`src/rtl/core/lbe_pkg.sv`:
```
package lbe_pkg;

	localparam int MAX_POINTS = 16;
	localparam int PT_AW      = $clog2(MAX_POINTS);
	localparam int CNT_W      = $clog2(MAX_POINTS + 1);

	localparam logic [16:0] ONE_Q16 = 17'h10000;

	localparam logic signed [35:0] S24_MAX = 36'sd8388607;
	localparam logic signed [35:0] S24_MIN = -36'sd8388608;

	localparam int MOD_STEPS = 32;
	localparam int DIV_STEPS = 17;

	typedef enum logic {
		KIND_LOAD = 1'b0,
		KIND_EVAL = 1'b1
	} kind_t;

	typedef enum logic [1:0] {
		REG_POINT_COUNT = 2'd0,
		REG_LOOP_LENGTH = 2'd1,
		REG_RANGE_LOW   = 2'd2,
		REG_RANGE_HIGH  = 2'd3
	} cfg_reg_t;

	typedef struct packed {
		logic [31:0] at;
		logic [16:0] level;
	} bp_entry_t;

	localparam int ENTRY_W = $bits(bp_entry_t);

	typedef enum logic [12:0] {
		ST_IDLE  = 13'b0000000000001,
		ST_MOD   = 13'b0000000000010,
		ST_FIRST = 13'b0000000000100,
		ST_LAST  = 13'b0000000001000,
		ST_CHKL  = 13'b0000000010000,
		ST_SREQ  = 13'b0000000100000,
		ST_SCHK  = 13'b0000001000000,
		ST_MUL1  = 13'b0000010000000,
		ST_DSET  = 13'b0000100000000,
		ST_DIV   = 13'b0001000000000,
		ST_FIX   = 13'b0010000000000,
		ST_MUL2  = 13'b0100000000000,
		ST_OUT   = 13'b1000000000000
	} state_t;

endpackage

```
`src/rtl/core/lbe_ram.sv`:
```
module lbe_ram #(
	parameter int WIDTH = 8,
	parameter int DEPTH = 16
) (
	input  logic                     clk,
	input  logic                     we,
	input  logic [$clog2(DEPTH)-1:0] waddr,
	input  logic [WIDTH-1:0]         wdata,
	input  logic [$clog2(DEPTH)-1:0] raddr,
	output logic [WIDTH-1:0]         rdata
);

	logic [WIDTH-1:0] mem_q [DEPTH];
	logic [WIDTH-1:0] rdata_q;

	always_ff @(posedge clk) begin
		if (we) begin
			mem_q[waddr] <= wdata;
		end
		rdata_q <= mem_q[raddr];
	end

	assign rdata = rdata_q;

endmodule

```
`src/rtl/core/looped_breakpoint_envelope.sv`:
```
// channel  | handshake            | payload
// ---------+----------------------+------------------------------------------------
// item in  | start & !busy        | kind, point_index, point_time, point_level,
//          |                      | query_time
// result   | done (1-cycle pulse) | unipolar_level, scaled_level, table_empty
// config   | cfg_write            | cfg_index, cfg_data
//
// A load item is written to the table in the accept cycle; busy stays low.
// An evaluate item holds busy through a 32-step bit-serial wrap
// (only when loop_length is non-zero), a scan over the stored breakpoints,
// and 17 steps of the same compare/subtract unit for the interpolation divide.
// done pulses in the same cycle that busy falls; an empty table answers in the next cycle without busy.
// arst_n clears control state, config and result registers; the table is undefined until written.
// Results cannot be stalled.
module looped_breakpoint_envelope (
	input  logic               clk,
	input  logic               arst_n,
	input  logic               start,
	output logic               busy,
	input  logic               kind,
	input  logic [3:0]         point_index,
	input  logic [31:0]        point_time,
	input  logic [16:0]        point_level,
	input  logic [31:0]        query_time,
	output logic               done,
	output logic [16:0]        unipolar_level,
	output logic signed [23:0] scaled_level,
	output logic               table_empty,
	input  logic               cfg_write,
	input  logic [1:0]         cfg_index,
	input  logic [31:0]        cfg_data
);

	lbe_pkg::state_t state_q;

	logic [4:0]         point_count_q;
	logic [31:0]        loop_length_q;
	logic signed [23:0] range_low_q;
	logic signed [23:0] range_high_q;

	logic [31:0] ct_q;
	logic [31:0] rem_q;
	logic [31:0] dvd_q;
	logic [31:0] dsr_q;
	logic [16:0] quo_q;
	logic [5:0]  cnt_q;
	logic        neg_q;
	logic [16:0] u_q;
	logic signed [50:0] prod_q;
	logic [lbe_pkg::PT_AW-1:0] idx_q;
	lbe_pkg::bp_entry_t prev_q;
	lbe_pkg::bp_entry_t segb_q;

	logic               done_q;
	logic [16:0]        unipolar_q;
	logic signed [23:0] scaled_q;
	logic               empty_q;

	// table
	logic                      ram_we;
	logic [lbe_pkg::PT_AW-1:0] ram_waddr;
	lbe_pkg::bp_entry_t        ram_wdata;
	logic [lbe_pkg::PT_AW-1:0] ram_raddr;
	lbe_pkg::bp_entry_t        ram_rdata;

	logic                      accept;
	logic [lbe_pkg::CNT_W-1:0] n_eff;
	logic [lbe_pkg::PT_AW-1:0] n_last;

	assign accept = start && !busy;
	assign busy   = (state_q != lbe_pkg::ST_IDLE);

	assign n_eff = (32'(point_count_q) > 32'(lbe_pkg::MAX_POINTS)) ?
		lbe_pkg::CNT_W'(lbe_pkg::MAX_POINTS) : lbe_pkg::CNT_W'(point_count_q);
	assign n_last = lbe_pkg::PT_AW'(n_eff - lbe_pkg::CNT_W'(1));

	assign ram_we    = accept && (kind == lbe_pkg::KIND_LOAD) &&
		(32'(point_index) < 32'(lbe_pkg::MAX_POINTS));
	assign ram_waddr = lbe_pkg::PT_AW'(point_index);
	assign ram_wdata.at    = point_time;
	assign ram_wdata.level = (point_level > lbe_pkg::ONE_Q16) ? lbe_pkg::ONE_Q16 : point_level;

	always_comb begin
		ram_raddr = '0;
		if (state_q == lbe_pkg::ST_LAST) begin
			ram_raddr = n_last;
		end else if (state_q == lbe_pkg::ST_SREQ) begin
			ram_raddr = idx_q;
		end
	end

	lbe_ram #(
		.WIDTH(lbe_pkg::ENTRY_W),
		.DEPTH(lbe_pkg::MAX_POINTS)
	) u_table (
		.clk  (clk),
		.we   (ram_we),
		.waddr(ram_waddr),
		.wdata(ram_wdata),
		.raddr(ram_raddr),
		.rdata(ram_rdata)
	);

	// shared restoring divide step: remainder shifts in the next dividend bit
	logic [32:0] trial;
	logic [32:0] diff;
	logic        ge;
	logic [31:0] rem_nx;

	assign trial  = {rem_q, dvd_q[31]};
	assign diff   = trial - {1'b0, dsr_q};
	assign ge     = (trial >= {1'b0, dsr_q});
	assign rem_nx = ge ? diff[31:0] : trial[31:0];

	// shared multiplier: level delta * offset, then level * range span
	logic signed [17:0] mul_a;
	logic signed [32:0] mul_b;
	logic signed [50:0] mul_p;
	logic signed [24:0] span_rng;
	logic [31:0]        off;

	assign span_rng = {range_high_q[23], range_high_q} - {range_low_q[23], range_low_q};
	assign off      = ct_q - prev_q.at;

	always_comb begin
		if (state_q == lbe_pkg::ST_MUL1) begin
			mul_a = {1'b0, segb_q.level} - {1'b0, prev_q.level};
			mul_b = {1'b0, off};
		end else begin
			mul_a = {1'b0, u_q};
			mul_b = {{8{span_rng[24]}}, span_rng};
		end
	end

	assign mul_p = mul_a * mul_b;

	// magnitude for the divide, floor correction afterward
	logic [50:0]        mag;
	logic [17:0]        qmag;
	logic signed [18:0] frac;
	logic signed [18:0] rsum;
	logic [16:0]        r_clamped;

	assign mag  = prod_q[50] ? 51'(-prod_q) : 51'(prod_q);
	assign qmag = {1'b0, quo_q} + {17'd0, (neg_q && (rem_q != 32'd0))};
	assign frac = neg_q ? -$signed({1'b0, qmag}) : $signed({1'b0, qmag});
	assign rsum = $signed({2'b00, prev_q.level}) + frac;

	always_comb begin
		if (rsum[18]) begin
			r_clamped = '0;
		end else if (rsum[17:0] > {1'b0, lbe_pkg::ONE_Q16}) begin
			r_clamped = lbe_pkg::ONE_Q16;
		end else begin
			r_clamped = rsum[16:0];
		end
	end

	// range mapping: floor(u * span / 65536) is an arithmetic shift
	logic signed [35:0] s_sum;
	logic signed [23:0] s_sat;

	assign s_sum = {{12{range_low_q[23]}}, range_low_q} + {prod_q[50], prod_q[50:16]};

	always_comb begin
		if (s_sum > lbe_pkg::S24_MAX) begin
			s_sat = 24'sh7FFFFF;
		end else if (s_sum < lbe_pkg::S24_MIN) begin
			s_sat = -24'sh800000;
		end else begin
			s_sat = s_sum[23:0];
		end
	end

	always_ff @(posedge clk or negedge arst_n) begin
		if (!arst_n) begin
			point_count_q <= '0;
			loop_length_q <= '0;
			range_low_q   <= '0;
			range_high_q  <= 24'sd256;
		end else if (cfg_write) begin
			unique case (lbe_pkg::cfg_reg_t'(cfg_index))
				lbe_pkg::REG_POINT_COUNT: point_count_q <= cfg_data[4:0];
				lbe_pkg::REG_LOOP_LENGTH: loop_length_q <= cfg_data;
				lbe_pkg::REG_RANGE_LOW:   range_low_q   <= cfg_data[23:0];
				lbe_pkg::REG_RANGE_HIGH:  range_high_q  <= cfg_data[23:0];
				default: ;
			endcase
		end
	end

	always_ff @(posedge clk or negedge arst_n) begin
		if (!arst_n) begin
			state_q    <= lbe_pkg::ST_IDLE;
			done_q     <= 1'b0;
			empty_q    <= 1'b0;
			unipolar_q <= '0;
			scaled_q   <= '0;
			cnt_q      <= '0;
			idx_q      <= '0;
		end else begin
			done_q <= 1'b0;
			unique case (state_q)
				lbe_pkg::ST_IDLE: begin
					if (accept && (kind == lbe_pkg::KIND_EVAL)) begin
						if (n_eff == '0) begin
							done_q     <= 1'b1;
							empty_q    <= 1'b1;
							unipolar_q <= '0;
							scaled_q   <= '0;
						end else if (loop_length_q != 32'd0) begin
							rem_q   <= '0;
							dvd_q   <= query_time;
							dsr_q   <= loop_length_q;
							cnt_q   <= 6'(lbe_pkg::MOD_STEPS);
							state_q <= lbe_pkg::ST_MOD;
						end else begin
							ct_q    <= query_time;
							state_q <= lbe_pkg::ST_FIRST;
						end
					end
				end
				lbe_pkg::ST_MOD: begin
					rem_q <= rem_nx;
					dvd_q <= {dvd_q[30:0], 1'b0};
					cnt_q <= cnt_q - 6'd1;
					if (cnt_q == 6'd1) begin
						ct_q    <= rem_nx;
						state_q <= lbe_pkg::ST_FIRST;
					end
				end
				lbe_pkg::ST_FIRST: begin
					state_q <= lbe_pkg::ST_LAST;
				end
				lbe_pkg::ST_LAST: begin
					// entry 0 on the read port
					prev_q <= ram_rdata;
					if (ct_q <= ram_rdata.at) begin
						u_q     <= ram_rdata.level;
						state_q <= lbe_pkg::ST_MUL2;
					end else begin
						state_q <= lbe_pkg::ST_CHKL;
					end
				end
				lbe_pkg::ST_CHKL: begin
					// last entry on the read port
					if (ct_q >= ram_rdata.at) begin
						u_q     <= ram_rdata.level;
						state_q <= lbe_pkg::ST_MUL2;
					end else begin
						idx_q   <= lbe_pkg::PT_AW'(1);
						state_q <= lbe_pkg::ST_SREQ;
					end
				end
				lbe_pkg::ST_SREQ: begin
					state_q <= lbe_pkg::ST_SCHK;
				end
				lbe_pkg::ST_SCHK: begin
					// ct < last time, so the scan always stops by the last entry
					if (ct_q < ram_rdata.at) begin
						segb_q  <= ram_rdata;
						state_q <= lbe_pkg::ST_MUL1;
					end else begin
						prev_q  <= ram_rdata;
						idx_q   <= idx_q + lbe_pkg::PT_AW'(1);
						state_q <= lbe_pkg::ST_SREQ;
					end
				end
				lbe_pkg::ST_MUL1: begin
					prod_q  <= mul_p;
					dsr_q   <= segb_q.at - prev_q.at;
					state_q <= lbe_pkg::ST_DSET;
				end
				lbe_pkg::ST_DSET: begin
					// |delta * off| < 2^17 * span, so the top part is already below span
					neg_q   <= prod_q[50];
					rem_q   <= mag[48:17];
					dvd_q   <= {mag[16:0], 15'd0};
					cnt_q   <= 6'(lbe_pkg::DIV_STEPS);
					state_q <= lbe_pkg::ST_DIV;
				end
				lbe_pkg::ST_DIV: begin
					rem_q <= rem_nx;
					dvd_q <= {dvd_q[30:0], 1'b0};
					quo_q <= {quo_q[15:0], ge};
					cnt_q <= cnt_q - 6'd1;
					if (cnt_q == 6'd1) begin
						state_q <= lbe_pkg::ST_FIX;
					end
				end
				lbe_pkg::ST_FIX: begin
					u_q     <= r_clamped;
					state_q <= lbe_pkg::ST_MUL2;
				end
				lbe_pkg::ST_MUL2: begin
					prod_q  <= mul_p;
					state_q <= lbe_pkg::ST_OUT;
				end
				lbe_pkg::ST_OUT: begin
					done_q     <= 1'b1;
					empty_q    <= 1'b0;
					unipolar_q <= u_q;
					scaled_q   <= s_sat;
					state_q    <= lbe_pkg::ST_IDLE;
				end
				default: begin
					state_q <= lbe_pkg::ST_IDLE;
				end
			endcase
		end
	end

	assign done           = done_q;
	assign unipolar_level = unipolar_q;
	assign scaled_level   = scaled_q;
	assign table_empty    = empty_q;

endmodule

```
`config.mk`:
```
export PLATFORM = sky130hd
export DESIGN_NAME = looped_breakpoint_envelope
export DESIGN_NICKNAME = d
export VERILOG_FILES = /design/src/rtl/core/lbe_pkg.sv /design/src/rtl/core/lbe_ram.sv /design/src/rtl/core/looped_breakpoint_envelope.sv
export SDC_FILE = /design/constraint.sdc
export NUM_CORES = 2
export LEC_CHECK = 0
export BUFFER_PORTS_ARGS = -buffer_cell sky130_fd_sc_hd__buf_2
export CORE_MARGIN = 2
export CORE_UTILIZATION = 55
export CTS_CLUSTER_DIAMETER = 80
export DETAILED_ROUTE_END_ITERATION = 10
export PLACE_DENSITY = 0.74
export RECOVER_POWER = 100
export SLEW_MARGIN = 20
export SYNTH_ARGS = -nofsm -noshare
export SYNTH_HDL_FRONTEND = slang
export SYNTH_SLANG_ARGS = --single-unit
export TNS_END_PERCENT = 100
```
`constraint.sdc`:
```
create_clock -name clk -period 8.4 [get_ports clk]
set_input_delay 0 -clock clk [delete_from_list [all_inputs] [get_ports clk]]
set_output_delay 0 -clock clk [all_outputs]
set_load 0.02 [all_outputs]
```
=== Word level (Yosys, flattened, before mapping) ===
Memories as Yosys holds them, arrays and structs flattened. A register that Yosys moved wholly into a read port is not among the register bits.
Cells that the tools add are included.
Widths: inputs -> output; s select.

* Input port bits: 124
* Memories: 1
* Output and inout port bits: 44
* ROM bits: 0
* Bits in writable memories: 784
* Word-level logic and storage cells: 177
* Flip-flop bits (word level): 463
* Latch bits: 0

* Reduce and logical (&&, ||, !) cells: 35
* Divide/modulo/power cells: 0
* Shift operators: 0
* Bitwise gates (word level): 1
* $add $sub $neg: 13
* Mux-type cells: 65
* Eq/ne operators: 29
* Multipliers: 1
* $lt $le $gt $ge: 9

{| class="wikitable"
|+ Memory list
! name !! depth !! bits a word !! rd ports !! clocked after memory_dff !! wr ports !! RTL line !! text
|-
| u_table.mem_q || 16 || 49 || 1 || 1 || 1 || lbe_ram.sv:13 || <nowiki>logic [WIDTH-1:0] mem_q [DEPTH];</nowiki>
|}

{| class="wikitable"
|+ Operator list
! operator !! number
|-
| $mux 32 || 14
|-
| $pmux 32 s3 || 2
|-
| $pmux 13 s12 || 1
|-
| $pmux 32 s2 || 2
|-
| $mux 17 || 7
|-
| $mux 49 || 2
|-
| $pmux 49 s2 || 1
|-
| $mux 24 || 4
|-
| $sub 32x32->32 || 3
|-
| $reduce_bool 32->1 || 2
|-
| $mux 13 || 4
|-
| $mul 18x33->51 || 1
|-
| $pmux 17 s3 || 1
|-
| $neg 49->49 || 1
|-
| $pmux 24 s2 || 1
|-
| $add 24x35->36 || 1
|-
| $gt 36x24->1 const B || 1
|-
| $lt 36x24->1 const B || 1
|-
| $pmux 17 s2 || 1
|-
| $ge 33x32->1 || 1
|-
| $mux 33 || 1
|-
| $ge 32x32->1 || 1
|-
| $le 32x32->1 || 1
|-
| $lt 32x32->1 || 1
|-
| 55 further kinds || 98
|}

=== Depth between registers and ports, before layout ===
* Word-level depth: 10
* Mapped depth: 39
* Depth with buffers taken out: 39

=== Cells and area by module ===
A second synthesis with hierarchy kept.

* Cells, all modules: 6554
* Area total of the unflattened synthesis: 80731.2 um2

{| class="wikitable"
|+ Modules (own cells, without submodules)
! module !! area an instance (um2) !! sequential area each (um2) !! instances !! cells an instance
|-
| looped_breakpoint_envelope || 50393.3 || 13150.1 || 1 || 5286
|-
| lbe_ram || 30337.8 || 24523.5 || 1 || 1268
|}

=== Worst setup path before layout ===
Ideal clock, no wire load.

* Kind: reg-to-reg
* From: register ct_q[0]
* To: register prod_q[49], data pin
* Stages on the path, launching flop included: 37
* Setup time: 0.264 ns
* Data required time: 8.136 ns
* Path buffers: 1
* Arrival time: 8.846 ns
* Clock period less this slack: 9.109 ns
* Slack: -0.709 ns
* Cell sequence: edfxtp_1 > inv_1 > ha_1 > inv_1 > fa_1 > a21oi_1 > o211ai_1 > a311oi_1 > o21bai_1 > a21oi_1 > xnor2_1 > nor2_1 > a21oi_1 > clkbuf_1 > nand2_1 > fa_1 > inv_1 > fa_1 > inv_1 > fa_1 > inv_1 > fa_1 > fa_1 > inv_1 > fa_1 > inv_1 > ha_1 > and3_1 > and3_1 > a2111oi_1 > o32a_2 > o311ai_1 > a41oi_1 > o21ai_1 > a221o_1 > a221oi_1 > xnor2_1

* Cells in the longest elaborated chain, start to end: 3

{| class="wikitable"
|+ Ends and longest elaborated chain
! element !! RTL line !! text
|-
| start, declared || looped_breakpoint_envelope.sv:41 || <nowiki>logic [31:0] ct_q;</nowiki>
|-
| start signal, assigned || looped_breakpoint_envelope.sv:218 || <nowiki>ct_q <= query_time;</nowiki>
|-
| start signal, assigned || looped_breakpoint_envelope.sv:228 || <nowiki>ct_q <= rem_nx;</nowiki>
|-
| $sub 32x32->32 || looped_breakpoint_envelope.sv:123 || <nowiki>assign off = ct_q - prev_q.at;</nowiki>
|-
| $mux 33 || looped_breakpoint_envelope.sv:126 || <nowiki>if (state_q == lbe_pkg::ST_MUL1) begin</nowiki>
|-
| $mul 18x33->51 || looped_breakpoint_envelope.sv:135 || <nowiki>assign mul_p = mul_a * mul_b;</nowiki>
|-
| net mul_p[49] || looped_breakpoint_envelope.sv:118 || <nowiki>logic signed [50:0] mul_p;</nowiki>
|-
| end signal, assigned || looped_breakpoint_envelope.sv:270 || <nowiki>prod_q <= mul_p;</nowiki>
|-
| end signal, assigned || looped_breakpoint_envelope.sv:296 || <nowiki>prod_q <= mul_p;</nowiki>
|-
| end, declared || looped_breakpoint_envelope.sv:49 || <nowiki>logic signed [50:0] prod_q;</nowiki>
|}

The timed path passes the listed nets, and every way through them passes these cells.
A chain may end at the register's enable or synchronous reset.

=== Final worst setup path ===
* From: register ct_q[1]
* To: register prod_q[49], data pin

The elaborated chain is that of the path after synthesis.

==> reports/metrics.cfg <==
[cts]
numCtsBuffers = 138
cts_max_level = 4
clk_path_buf_depth = 3
path_clk_slew_ns = 0.06
cts_tree = yes
clkSinkCount = 1296
ctsRootBufferMaster = clkbuf_16
clk_latency_ns = 0.80

[placement]
place_ws_ns = -0.7721
place_area_mm2 = 0.09072
io_buffers = 167
dp_hpwl_um = 175300
gp_congestion = 0.9792

[route]
dr_total_vias = 62300
post_drt_wl_per_cell_um = 23.67
drc = 0
drtPass1Iterations = 6
wl_um = 246800
drtIter0Drc = 6706
ant_nets = 0
routed_via_density = 5.975

[global_routing]
grt_util_met1_pct = 41.50
grt_max_degree = 197
met2_usage_pct = 52.44
grt_usage_pct = 32.07
grtUsageMet3_pct = 5.542
grt_pass1_wl_um = 369300
antenna_found_initial = 17
grt_overflow = 0
grt_pass1_vias = 62920
busiest_layer = met2

[synth]
netlist.area_leader.share_pct = 39.94
synthMuxAreaShare_pct = 1.464
synth-simple-area-share_pct = 11.86
ys_ff_latch = 1296
ys_seq_area_share_pct = 45.72
syn_inst = 7495
ys_async_sr_fraction_pct = 11.65
synth_area_leaders = edfxtp_1 (40%), fa_1 (14%), ha_1 (5.3%), dfrtp_1 (4.5%), nand2_1 (4.5%)
synth_edf_count = 1096
synth-xor-area-share_pct = 3.210
yosysWarnings = 0
synth_top_family_by_area = adder cells
ys.flop_type = edfxtp_1
synth_nets = 8545
avgSynthCellArea_um2 = 10.99
synth_fa_ha_area_share_pct = 19.32
synth-compound-area-share_pct = 13.06
yosysTopAreaCell = edfxtp_1
syn_area_mm2 = 0.08241
yosysUniqueCellTypes = 94

[critical_path]
rr_worst_depth = 33
worstPathArrival_ns = 9.28
cp_num_buf_inv = 4
critPathKind = register to register
critical-path-top-delay-family = adder cells
worstPathMaxFanout = 9
end_kind = register
critPathSlowestCell = fa_2
max_stage_delay_ns = 0.60
required_ns = 8.89
critPathLaunchType = register
cp_num_cells = 33

[final_layout]
fill_cells = 11130
area_delta_synth_final_pct = 19.71
design_area_mm2 = 0.09865
multi_input_area_mm2 = 0.04212
utilization_pct = 66.10
fin_nets = 9415
drive_gt1_share_pct = 17.50
seq_area_mm2 = 0.03767

[hold_path]
min_path_type = input pin to register
whs_path_depth = 3

[run]
maxCapViolCount = 15

[floorplanning]
ios = 168
die_area_mm2 = 0.1529
rows = 142
initial_core_util_pct = 55.22
die_w_um = 391.1
core_mm2 = 0.1492
die_h_um = 391.1

[sta]
min_period_over_period_pct = 104.7
setup_viol = 13
tns_ns = -3.345
grt_setup_unrepaired = yes
finClkSkew_ns = 0.07140
tightest_slew_ns = 4.169
final_hold_viol_count = 0
drv_slew = 664
fin_crit_ns = 8.794
setup_slack_ns = -0.3943
relSlewSlack_pct = -177.9
fmax_ghz = 0.1137

[run_status]
status = complete, but fails checks
violations = capacitance limit, slew limit, setup timing

[Yosys cell counts (18+ instances only)]
cell type,n
edfxtp_1,1096
nand2_1,982
inv_1,821
fa_1,577
nor2_1,380
ha_1,349
clkbuf_1,340
a21oi_1,297
and2_1,270
a211oi_1,262
o21ai_0,229
xnor2_1,157
dfrtp_1,149
xor2_1,145
a31oi_1,133
a21o_1,126
a311oi_1,107
mux2_2,92
nor3_1,84
nor2b_1,82
nand3_1,60
a22o_1,50
dfxtp_1,49
o21a_1,44
nand4_1,41
nand2b_1,38
o22ai_1,37
and3_1,32
nor4_1,31
a2111oi_0,27
o21bai_1,27
a41oi_1,26
o31ai_1,25
o211ai_1,23
o21ai_1,22
o2bb2a_1,22
or3_1,21
a221o_1,18
[cells in the final DEF, fill, tap and decap left out, drive strengths merged, types with 28 or more instances in the layout]
cell / netlist / routed
xnor2: 157 / 157
o22ai: 37 / 37
o21ai: 252 / 252
dfxtp: 49 / 49
nand4: 41 / 41
a311oi: 107 / 107
and2: 277 / 277
nand2: 982 / 982
clkinv: 1 / 45
clkbuf: 340 / 291
a31oi: 133 / 133
edfxtp: 1096 / 1096
a2111oi: 28 / 28
mux2: 92 / 93
a211oi: 262 / 262
a22o: 50 / 50
a21o: 126 / 126
nor3: 85 / 85
nand2b: 38 / 38
nor2b: 82 / 82
nor2: 380 / 380
and3: 32 / 32
dlygate4sd3: 0 / 145
dfrtp: 149 / 149
a21oi: 298 / 298
nor4: 32 / 32
o21a: 44 / 44
ha: 349 / 349
buf: 13 / 829
fa: 577 / 577
o21bai: 28 / 28
inv: 822 / 830
xor2: 145 / 145
nand3: 60 / 60
[kinds of logic (layout without fill, tap and decap cells)]
logic type                 Yosys count  count (layout)
muxes                              109             110
other                                0               7
xor gates and xnor gates           302             302
AOI/OAI and AO/OA                 1575            1575
buffers and inverters             1176            2156
and+or+nand+nor                   2111            2111
DFF                               1296            1296
adders and majority gates          926             926
[sequential cells by signal (all words and copies together), names as in the netlist, 17 cells and up]
signal,flops
dvd_q,32
range_high_q,24
u_table.rdata,49
quo_q,17
range_low_q,24
scaled_level,24
segb_q,49
ct_q,32
unipolar_level,17
u_table.mem_q,784
prod_q,51
rem_q,32
loop_length_q,32
dsr_q,32
prev_q,49
u_q,17
[final cells by class]
class	count	share of cell area, %
Antenna cell	7	0.01776
Clock buffer	183	3.805
Clock inverter	68	1.012
Inverter	823	3.132
Multi-Input combinational cell	5024	42.70
Sequential cell	1296	38.19
Tap cell	1944	2.466
Timing Repair Buffer	1082	8.674
[final timing paths]
path | slack [ns] | startpoint | endpoint
max | -0.39 | ct_q[1] | prod_q[49]
min | 0.09 | query_time[11] | dvd_q[11]
min in group asynchronous | 1.76 | arst_n | loop_length_q[7]
max in group asynchronous | 3.16 | arst_n | range_low_q[1]
max reg2reg | -0.39 | ct_q[1] | prod_q[49]
min reg2reg | 0.45 | u_table.rdata[40] | prev_q[40]
[worst register-to-register path: cells and delay by family (launching register included)]
family	cells	cell delay (ns)
multiplexers	1	0.31
adder cells (fa/ha/maj)	8	3.56
XOR/XNOR	2	0.32
AO/OA/AOI/OAI	13	2.60
AND/OR/NAND/NOR	5	0.98
flip-flops	1	0.42
buffers and inverters	4	0.34
[routing by layer]
metal / vias up / share of wire [%] / routed length (µm)
met5: - / 0.049 / 121
met4: 16 / 5.3 / 13060
met3: 623 / 8.0 / 19660
met2: 2699 / 48 / 117300
met1: 30970 / 39 / 96680
li1: 28000 / - / -
[what timing repair did]
action,4_1_cts,5_1_grt
hold buffers,146,0
setup buffers,32,34
endpoints found under the hold margin,1127,0
gates cloned,2,2
endpoints found under the setup margin,16,23
pin swaps,140,133
resized for setup,156,172
[stage by stage]
step                      hold WS, ns  instances
after detailed placement     -0.03156       9954
final                         0.08611      10430
after global routing          0.08350      10420
after global placement       -0.03342       9954
after CTS                     0.03636      10390
after floorplan               -0.2956       7495
Power is left out: the tool's default activity adds up to more than one toggle a clock period on the data nets, which glitch-free logic cannot reach.
